--- config.mk ---
export PLATFORM = sky130hd
export DESIGN_NAME = knob_takeover_dimmer
export DESIGN_NICKNAME = d
export VERILOG_FILES = /design/src/rtl/core/kntd_pkg.sv /design/src/rtl/core/kntd_takeover.sv /design/src/rtl/core/kntd_scale.sv /design/src/rtl/core/knob_takeover_dimmer.sv
export SDC_FILE = /design/constraint.sdc
export NUM_CORES = 1
export LEC_CHECK = 0
export BUFFER_PORTS_ARGS = -buffer_cell sky130_fd_sc_hd__buf_2
export CAP_MARGIN = 10
export CORE_ASPECT_RATIO = 0.7
export CORE_MARGIN = 2
export CORE_UTILIZATION = 60
export DETAILED_ROUTE_END_ITERATION = 10
export PLACE_DENSITY = 0.8
export SLEW_MARGIN = 40
export SYNTH_ARGS = -nofsm -noshare
export SYNTH_HDL_FRONTEND = slang
export SYNTH_SLANG_ARGS = --single-unit
--- constraint.sdc ---
create_clock -name clk -period 7.9 [get_ports clk]
set_input_delay 2.37 -clock clk [delete_from_list [all_inputs] [get_ports clk]]
set_output_delay 2.37 -clock clk [all_outputs]
set_load 0.05 [all_outputs]
--- src/rtl/core/kntd_pkg.sv ---
// Shared definitions for the knob takeover dimmer: field widths, command
// codes, register indexes, reset values and the bundles passed between modules.
// No dependencies.
`timescale 1ns / 1ps
`default_nettype none

package kntd_pkg;

  // Field widths
  localparam int CMD_W   = 2;
  localparam int KNOB_W  = 12;
  localparam int PCT_W   = 7;
  localparam int DUTY_W  = 12;
  localparam int THR_W   = 12;
  localparam int CNT_W   = 8;
  localparam int CFG_W   = 12;
  localparam int CFG_IDX_W = 1;

  // Default PWM resolution
  localparam int PWM_BITS_DEF = 12;

  // Command codes
  localparam logic [CMD_W-1:0] CMD_SAMPLE = 2'd0;
  localparam logic [CMD_W-1:0] CMD_TOUCH  = 2'd1;
  localparam logic [CMD_W-1:0] CMD_REMOTE = 2'd2;

  // Register indexes
  localparam logic [CFG_IDX_W-1:0] REG_MOVE_THRESHOLD = 1'b0;
  localparam logic [CFG_IDX_W-1:0] REG_CONFIRM_COUNT  = 1'b1;

  // Register reset values
  localparam logic [THR_W-1:0] THR_RESET  = 12'd200;
  localparam logic [CNT_W-1:0] CONF_RESET = 8'd3;

  // Scaling constants
  localparam logic [PCT_W-1:0]  PCT_MAX   = 7'd100;
  localparam int                PCT_SCALE = 100;
  localparam int                PCT_ROUND = 50;
  localparam logic [CNT_W-1:0]  CNT_MAX   = 8'd255;
  localparam logic [DUTY_W-1:0] DUTY_MAX  = 12'hFFF;

  // One input beat
  typedef struct packed {
    logic [CMD_W-1:0]  command;
    logic [KNOB_W-1:0] knob_sample;
    logic              remote_knob_mode;
    logic              remote_power;
    logic [PCT_W-1:0]  remote_level;
  } item_t;

  // Lamp state after a command, handed to the scaling logic
  typedef struct packed {
    logic              mode_knob;
    logic              power;
    logic [KNOB_W-1:0] knob_value;
    logic [PCT_W-1:0]  remote_pct;
    logic              changed;
  } view_t;

endpackage

`default_nettype wire

--- src/rtl/core/kntd_takeover.sv ---
// Takeover state machine of the dimmer: holds mode, power, knob value, remote
// percent and the movement reference, and applies one command per advance.
// Depends on kntd_pkg.
`timescale 1ns / 1ps
`default_nettype none

module kntd_takeover #(
  parameter int PWM_BITS = kntd_pkg::PWM_BITS_DEF
) (
  input  wire logic                       clk,
  input  wire logic                       rst_n,
  input  wire logic                       adv,
  input  wire kntd_pkg::item_t            item,
  input  wire logic [kntd_pkg::THR_W-1:0] move_threshold,
  input  wire logic [kntd_pkg::CNT_W-1:0] confirm_count,
  output kntd_pkg::view_t                 view
);
  import kntd_pkg::*;

  localparam int unsigned PWM_MAX  = (1 << PWM_BITS) - 1;
  localparam int unsigned KNOB_CAP = (PWM_MAX > 4095) ? 4095 : PWM_MAX;
  localparam logic [KNOB_W-1:0] KNOB_CAP_V = KNOB_CAP[KNOB_W-1:0];

  logic              mode_r,   mode_nxt;
  logic              power_r,  power_nxt;
  logic [KNOB_W-1:0] knob_r,   knob_nxt;
  logic [PCT_W-1:0]  rpct_r,   rpct_nxt;
  logic [KNOB_W-1:0] ref_r,    ref_nxt;
  logic [CNT_W-1:0]  cnt_r,    cnt_nxt;
  logic              refv_r,   refv_nxt;
  logic              changed;

  logic [KNOB_W-1:0] sample_sat;
  logic [KNOB_W-1:0] diff;
  logic [CNT_W-1:0]  cnt_inc;

  // Clamp the sample to the PWM range, measure movement, advance the count
  assign sample_sat = (item.knob_sample > KNOB_CAP_V) ? KNOB_CAP_V : item.knob_sample;
  assign diff       = (sample_sat > ref_r) ? (sample_sat - ref_r) : (ref_r - sample_sat);
  assign cnt_inc    = (cnt_r == CNT_MAX) ? cnt_r : (cnt_r + 1'b1);

  // Apply the command
  always_comb begin
    mode_nxt  = mode_r;
    power_nxt = power_r;
    knob_nxt  = knob_r;
    rpct_nxt  = rpct_r;
    ref_nxt   = ref_r;
    cnt_nxt   = cnt_r;
    refv_nxt  = refv_r;
    changed   = 1'b0;
    case (item.command)
      CMD_SAMPLE: begin
        knob_nxt = sample_sat;
        if (!refv_r) begin
          // first sample only captures the reference
          ref_nxt  = sample_sat;
          refv_nxt = 1'b1;
        end else if (mode_r && power_r) begin
          // knob already in control: follow it
          ref_nxt = sample_sat;
          cnt_nxt = '0;
        end else if (diff < move_threshold) begin
          cnt_nxt = '0;
        end else if (cnt_inc < confirm_count) begin
          cnt_nxt = cnt_inc;
        end else begin
          // takeover confirmed
          cnt_nxt   = '0;
          ref_nxt   = sample_sat;
          mode_nxt  = 1'b1;
          power_nxt = 1'b1;
          changed   = 1'b1;
        end
      end
      CMD_TOUCH: begin
        power_nxt = !power_r;
        ref_nxt   = knob_r;
        cnt_nxt   = '0;
        changed   = 1'b1;
      end
      CMD_REMOTE: begin
        mode_nxt  = item.remote_knob_mode;
        power_nxt = item.remote_power;
        rpct_nxt  = (item.remote_level > PCT_MAX) ? PCT_MAX : item.remote_level;
        ref_nxt   = knob_r;
        cnt_nxt   = '0;
      end
      default: begin
        // unused code: leave everything as is
      end
    endcase
  end

  // Commit the new state when the beat retires
  always_ff @(posedge clk) begin
    if (!rst_n) begin
      mode_r  <= 1'b0;
      power_r <= 1'b0;
      knob_r  <= '0;
      rpct_r  <= '0;
      ref_r   <= '0;
      cnt_r   <= '0;
      refv_r  <= 1'b0;
    end else if (adv) begin
      mode_r  <= mode_nxt;
      power_r <= power_nxt;
      knob_r  <= knob_nxt;
      rpct_r  <= rpct_nxt;
      ref_r   <= ref_nxt;
      cnt_r   <= cnt_nxt;
      refv_r  <= refv_nxt;
    end
  end

  assign view.mode_knob  = mode_nxt;
  assign view.power      = power_nxt;
  assign view.knob_value = knob_nxt;
  assign view.remote_pct = rpct_nxt;
  assign view.changed    = changed;

endmodule

`default_nettype wire

--- src/rtl/core/kntd_scale.sv ---
// Output scaling of the dimmer: knob percent, remote duty and the lamp
// outputs, all by reciprocal multiplication with elaboration-time constants.
// Depends on kntd_pkg.
`timescale 1ns / 1ps
`default_nettype none

module kntd_scale #(
  parameter int PWM_BITS = kntd_pkg::PWM_BITS_DEF
) (
  input  wire kntd_pkg::view_t              view,
  output logic [kntd_pkg::DUTY_W-1:0]       duty,
  output logic [kntd_pkg::PCT_W-1:0]        shown_level,
  output logic [kntd_pkg::PCT_W-1:0]        knob_level
);
  import kntd_pkg::*;

  localparam int unsigned PWM_MAX = (1 << PWM_BITS) - 1;

  // knob percent = (knob * 100 + PWM_MAX / 2) / PWM_MAX, exact for the whole range
  localparam int S1   = 2 * PWM_BITS + 7;
  localparam int P1_W = S1 + 8;
  localparam logic [63:0] R1 = ((64'd1 << S1) + 64'(PWM_MAX) - 64'd1) / 64'(PWM_MAX);
  localparam logic [P1_W-1:0] C1 = P1_W'(R1 * 64'(PCT_SCALE));
  localparam logic [P1_W-1:0] C2 = P1_W'(R1 * 64'(PWM_MAX / 2));

  // remote duty = (percent * PWM_MAX + 50) / 100
  localparam int S2   = PWM_BITS + 14;
  localparam int P2_W = 2 * PWM_BITS + 15;
  localparam logic [63:0] R2 = ((64'd1 << S2) + 64'(PCT_SCALE) - 64'd1) / 64'(PCT_SCALE);
  localparam logic [P2_W-1:0] D1 = P2_W'(R2 * 64'(PWM_MAX));
  localparam logic [P2_W-1:0] D2 = P2_W'(R2 * 64'(PCT_ROUND));

  localparam int WIDE = (PWM_BITS > DUTY_W) ? PWM_BITS : DUTY_W;

  logic [P1_W-1:0]     pct_acc;
  logic [P2_W-1:0]     duty_acc;
  logic [PWM_BITS-1:0] rq;
  logic [WIDE-1:0]     rq_w;
  logic [DUTY_W-1:0]   duty_remote;

  // Knob percent
  assign pct_acc    = P1_W'(view.knob_value) * C1 + C2;
  assign knob_level = pct_acc[S1 +: PCT_W];

  // Remote duty, saturated to the duty field
  assign duty_acc    = P2_W'(view.remote_pct) * D1 + D2;
  assign rq          = duty_acc[S2 +: PWM_BITS];
  assign rq_w        = WIDE'(rq);
  assign duty_remote = (rq_w > WIDE'(DUTY_MAX)) ? DUTY_MAX : rq_w[DUTY_W-1:0];

  // Select by mode, zero when off
  always_comb begin
    duty        = '0;
    shown_level = '0;
    if (view.power) begin
      if (view.mode_knob) begin
        duty        = view.knob_value;
        shown_level = knob_level;
      end else begin
        duty        = duty_remote;
        shown_level = view.remote_pct;
      end
    end
  end

endmodule

`default_nettype wire

--- src/rtl/core/knob_takeover_dimmer.sv ---
// Knob takeover dimmer top level: input register, takeover state, scaling
// and result register. Depends on kntd_pkg, kntd_takeover and kntd_scale.
//
// Usage:
//   Input channel (in_*): one command per beat: knob sample, touch toggle or
//   remote update. Result channel (out_*): exactly one result beat per
//   command, showing duty, levels and mode after the command took effect.
//   Configuration (cfg_*): write move_threshold (index 0) or confirm_count
//   (index 1) with cfg_we while no beat is in flight.
// Timing:
//   A beat accepted into the input register passes the takeover logic and
//   the constant-reciprocal multipliers and is written to the result register
//   when it advances; a result held by out_stall can delay that advance.
//   One beat per cycle is sustained while out_stall is low, set by the single pass
//   between the input register and the result register.
// Reset: rst_n (synchronous) empties both registers, clears lamp state and
//   restores the register defaults (threshold 200, confirm count 3).
// Stall: while out_stall holds a result, the input register still takes one
//   more beat; in_stall rises only when both registers are full and stalled.
`timescale 1ns / 1ps
`default_nettype none

module knob_takeover_dimmer #(
  parameter int PWM_BITS = kntd_pkg::PWM_BITS_DEF
) (
  input  wire logic                           clk,
  input  wire logic                           rst_n,
  // input channel
  input  wire logic                           in_valid,
  output logic                                in_stall,
  input  wire logic [kntd_pkg::CMD_W-1:0]     in_command,
  input  wire logic [kntd_pkg::KNOB_W-1:0]    in_knob_sample,
  input  wire logic                           in_remote_knob_mode,
  input  wire logic                           in_remote_power,
  input  wire logic [kntd_pkg::PCT_W-1:0]     in_remote_level,
  // result channel
  output logic                                out_valid,
  input  wire logic                           out_stall,
  output logic [kntd_pkg::DUTY_W-1:0]         out_duty,
  output logic [kntd_pkg::PCT_W-1:0]          out_shown_level,
  output logic [kntd_pkg::PCT_W-1:0]          out_knob_level,
  output logic                                out_lamp_on,
  output logic                                out_knob_in_control,
  output logic                                out_settings_changed,
  // configuration
  input  wire logic                           cfg_we,
  input  wire logic [kntd_pkg::CFG_IDX_W-1:0] cfg_index,
  input  wire logic [kntd_pkg::CFG_W-1:0]     cfg_data
);
  import kntd_pkg::*;

  logic              s1_valid_r;
  item_t             s1_item_r;
  logic              s1_go;
  logic              in_acc;
  logic              out_valid_r;
  logic [THR_W-1:0]  move_thr_r;
  logic [CNT_W-1:0]  conf_cnt_r;

  view_t             view;
  logic [DUTY_W-1:0] duty;
  logic [PCT_W-1:0]  shown_level;
  logic [PCT_W-1:0]  knob_level;

  logic [DUTY_W-1:0] duty_r;
  logic [PCT_W-1:0]  shown_r;
  logic [PCT_W-1:0]  knob_lvl_r;
  logic              lamp_r;
  logic              knob_ctl_r;
  logic              changed_r;

  // Handshake: advance the held beat whenever the result register frees up
  assign s1_go    = s1_valid_r && (!out_valid_r || !out_stall);
  assign in_stall = s1_valid_r && out_valid_r && out_stall;
  assign in_acc   = in_valid && !in_stall;

  // Configuration registers
  always_ff @(posedge clk) begin
    if (!rst_n) begin
      move_thr_r <= THR_RESET;
      conf_cnt_r <= CONF_RESET;
    end else if (cfg_we) begin
      case (cfg_index)
        REG_MOVE_THRESHOLD: move_thr_r <= cfg_data[THR_W-1:0];
        REG_CONFIRM_COUNT:  conf_cnt_r <= cfg_data[CNT_W-1:0];
        default: begin
          // no other registers
        end
      endcase
    end
  end

  // Input register
  always_ff @(posedge clk) begin
    if (!rst_n) begin
      s1_valid_r <= 1'b0;
    end else if (in_acc) begin
      s1_valid_r <= 1'b1;
    end else if (s1_go) begin
      s1_valid_r <= 1'b0;
    end
  end

  always_ff @(posedge clk) begin
    if (in_acc) begin
      s1_item_r.command          <= in_command;
      s1_item_r.knob_sample      <= in_knob_sample;
      s1_item_r.remote_knob_mode <= in_remote_knob_mode;
      s1_item_r.remote_power     <= in_remote_power;
      s1_item_r.remote_level     <= in_remote_level;
    end
  end

  kntd_takeover #(
    .PWM_BITS (PWM_BITS)
  ) u_takeover (
    .clk            (clk),
    .rst_n          (rst_n),
    .adv            (s1_go),
    .item           (s1_item_r),
    .move_threshold (move_thr_r),
    .confirm_count  (conf_cnt_r),
    .view           (view)
  );

  kntd_scale #(
    .PWM_BITS (PWM_BITS)
  ) u_scale (
    .view        (view),
    .duty        (duty),
    .shown_level (shown_level),
    .knob_level  (knob_level)
  );

  // Result register: fill on advance, drop once taken
  always_ff @(posedge clk) begin
    if (!rst_n) begin
      out_valid_r <= 1'b0;
    end else if (s1_go) begin
      out_valid_r <= 1'b1;
    end else if (!out_stall) begin
      out_valid_r <= 1'b0;
    end
  end

  always_ff @(posedge clk) begin
    if (s1_go) begin
      duty_r     <= duty;
      shown_r    <= shown_level;
      knob_lvl_r <= knob_level;
      lamp_r     <= view.power;
      knob_ctl_r <= view.mode_knob;
      changed_r  <= view.changed;
    end
  end

  assign out_valid            = out_valid_r;
  assign out_duty             = duty_r;
  assign out_shown_level      = shown_r;
  assign out_knob_level       = knob_lvl_r;
  assign out_lamp_on          = lamp_r;
  assign out_knob_in_control  = knob_ctl_r;
  assign out_settings_changed = changed_r;

endmodule

`default_nettype wire

==> flow_metrics.tcl <==
set metrics [dict create \
    totalWireLength_mm 34.3 \
    synthMuxAreaShare_pct 1.95 \
    postCtsResizedCells 0 \
    crit_fanout 13 \
    root_buffer "clkbuf_16" \
    synth-simple-area-share_pct 11.8 \
    place_area_um2 13900 \
    rsz0062_at_grt "no" \
    relSlewSlack_pct 47.7 \
    setup_viol 0 \
    grt_pass1_wl_mm 55.1 \
    multi_input_area_um2 9350 \
    core_area_um2 21700 \
    hold_viol_final 0 \
    crit_type "register to register" \
    num-nets-final 1888 \
    final_util_pct 67.1 \
    timing.fmax_mhz 138 \
    register_area_um2 2840 \
    grt_antenna_before_repair 1 \
    gp_congestion 0.961 \
    ys_top_cells_by_area "ha_1, edfxtp_1, fa_1" \
    cts_made_buffers 17 \
    die_h_um 128 \
    wl_per_cell_um 18.8 \
    cp_data_arrival_time_ns 7.40 \
    synth_compound_area_share_pct 19.7 \
    yosysTopAreaCell "ha_1" \
    synth_top_family_by_area "adder cells" \
    clkSinkCount 116 \
    ys_warn_count 0 \
    synth-adder-area-share_pct 33.7 \
    synth_nets 1823 \
    fin_area_um2 14500 \
    clk_pin_slew_ns 0.06 \
    synth_cell_type_count 80 \
    initial_utilization_pct 61.3 \
    grt_pass1_vias 10547 \
    cap_violations 0 \
    cts_tree "built" \
    grt-ovfl-total 0 \
    grt_max_degree 68 \
    ioPinCount 72 \
    status "finished, final reports clean" \
    vias 11041 \
    synthXorXnorAreaFrac_pct 3.36 \
    synth_flop_cell "dfxtp_1" \
    drtIter0Drc 920 \
    grt_usage_pct 29.9 \
    synth_edf_count 52 \
    layout_common_cells "inv_1, ha_1, nand2_1, a21oi_1, fa_1" \
    synth_top_area_share_pct 22.8 \
    die_w_um 182 \
    period_minus_slack_ns 7.23 \
    rows 45 \
    final_common_cell "inv_1" \
    endpoint_kind "register" \
    vias_per_cell 6.04 \
    post_cts_buffers 0 \
    synth.avg_cell_area_um2 9.05 \
    tns_ns 0 \
    dp_hpwl_mm 27.5 \
    area.growth.synth_to_final_pct 9.47 \
    drc 0 \
    postSynth.asyncResetShare_pct 0 \
    clk_latency_ns 0.42 \
    clock-skew-final_ns 0.00871 \
    power_density_nw_per_um2 240 \
    startpoint_type "register" \
    p_leak_uw 0.00767 \
    synth-seq-area-share_pct 21.4 \
    final_layout_size_suffix_gt1_share_pct 10.5 \
    drv_slew 0 \
    vdd_ir_drop_max_v 0.000158 \
    h-tree-depth 4 \
    tightest_slew_ns 0.784 \
    dieArea_um2 23400 \
    syn_area_um2 13300 \
    yosys_register_bits 116 \
    holdBufCountCts 0 \
    postRouteAntennaNets 0 \
    hold_class "register to register" \
    cp.required_ns 8.08 \
    synthCells 1468 \
    fin_crit_sh_pct 91.5 \
    port_buffers 71 \
    clk_path_buf_depth 2 \
    nFillCells 1688 \
    firstDrtPassIters 5 \
]
-- worst paths after layout --
kind	start	end	slack [ns]	cells after the start
setup reg to reg	s1_item_r[21]$_DFFE_PP_	out_shown_level[5]$_SDFFCE_PN0P_	0.67	22
hold reg to reg	conf_cnt_r[5]$_SDFFE_PN0P_	conf_cnt_r[5]$_SDFFE_PN0P_	0.47	2
setup / recovery	s1_item_r[21]$_DFFE_PP_	out_shown_level[5]$_SDFFCE_PN0P_	0.67	22
hold / removal	conf_cnt_r[5]$_SDFFE_PN0P_	conf_cnt_r[5]$_SDFFE_PN0P_	0.47	2
-- cell usage after synthesis, types with 21 or more instances --
master and n:
dfxtp_1 64, xor2_1 25, xnor2_1 26, clkbuf_1 22, fa_1 72, a21o_1 37, nor2_1 49, nand2_1 130
a21oi_1 75, o21ai_0 43, edfxtp_1 52, o211a_1 31, ha_1 242, inv_1 247, a21boi_0 22, o211ai_1 22
nand4_1 21
-- metal layers --
| metal | global-route usage (%) | vias up | wire [µm] |
|---|---|---|---|
| li1 | - | 5290 | - |
| met1 | 44.9 | 5276 | 16900 |
| met2 | 42.8 | 433 | 13700 |
| met3 | 7.98 | 42 | 3060 |
| met4 | 6.79 | 0 | 596 |
| met5 | 0 | - | 0 |
-- flip-flops by register name, indices dropped and copies added, names as in the netlist, 7 cells and up --
register / cells
s1_item_r: 23
move_thr_r: 12
out_duty: 12
u_takeover.knob_r: 12
u_takeover.ref_r: 12
conf_cnt_r: 8
u_takeover.cnt_r: 8
out_knob_level: 7
out_shown_level: 7
u_takeover.rpct_r: 7
-- cells by family after synthesis --
logic type                 Yosys count
muxes                               25
xor gates and xnor gates            51
buffers and inverters              285
DFF                                116
and+or+nand+nor                    317
adders and majority gates          314
AOI/OAI and AO/OA                  360
-- report_power, final --
| group | total [µW] | internal (µW) | leakage (µW) | switching, µW |
|---|---|---|---|---|
| registers | 703 | 679 | 0.00103 | 24.1 |
| logic | 1990 | 740 | 0.00634 | 1250 |
| clock network | 793 | 500 | 0.000296 | 293 |
| total | 3490 | 1920 | 0.00767 | 1570 |
-- through the flow --
step / power [µW] / setup WS, ns / std cells / hold WS (ns)
5_1_grt: 3740 / 0.419 / 1828 / 0.487
2_1_floorplan: 2180 / 1.20 / 1468 / 0.441
3_3_place_gp: 2620 / 0.974 / 1796 / 0.456
6_report: 3490 / 0.674 / 1829 / 0.469
3_5_place_dp: 2650 / 0.750 / 1796 / 0.458
4_1_cts: 3460 / 0.746 / 1828 / 0.465
-- layout make-up --
class                   count  area share, %
well taps                 282           2.43
multi-input cells        1067           64.3
inverters                 247           6.38
clock inverters            11          0.835
clock buffers              21           3.31
diodes                      1         0.0172
repair buffers             84           3.13
flip-flops and latches    116           19.6
-- critical path, stage by stage, from the launching register on --
cell	delay, ns
edfxtp_1	0.42
inv_1	0.10
ha_2	0.39
mux2i_1	0.38
inv_1	0.17
ha_1	0.32
ha_1	0.33
fa_1	0.55
inv_1	0.06
fa_1	0.48
fa_1	0.55
inv_1	0.04
ha_1	0.36
a21oi_1	0.33
xor2_1	0.11
a2bb2oi_1	0.14
a2111oi_0	0.43
nand4_1	0.22
a211oi_1	0.65
nand3_1	0.30
a211oi_2	0.30
xnor2_1	0.11
o211a_1	0.23
No activity file was read; power rests on OpenSTA's default activity.
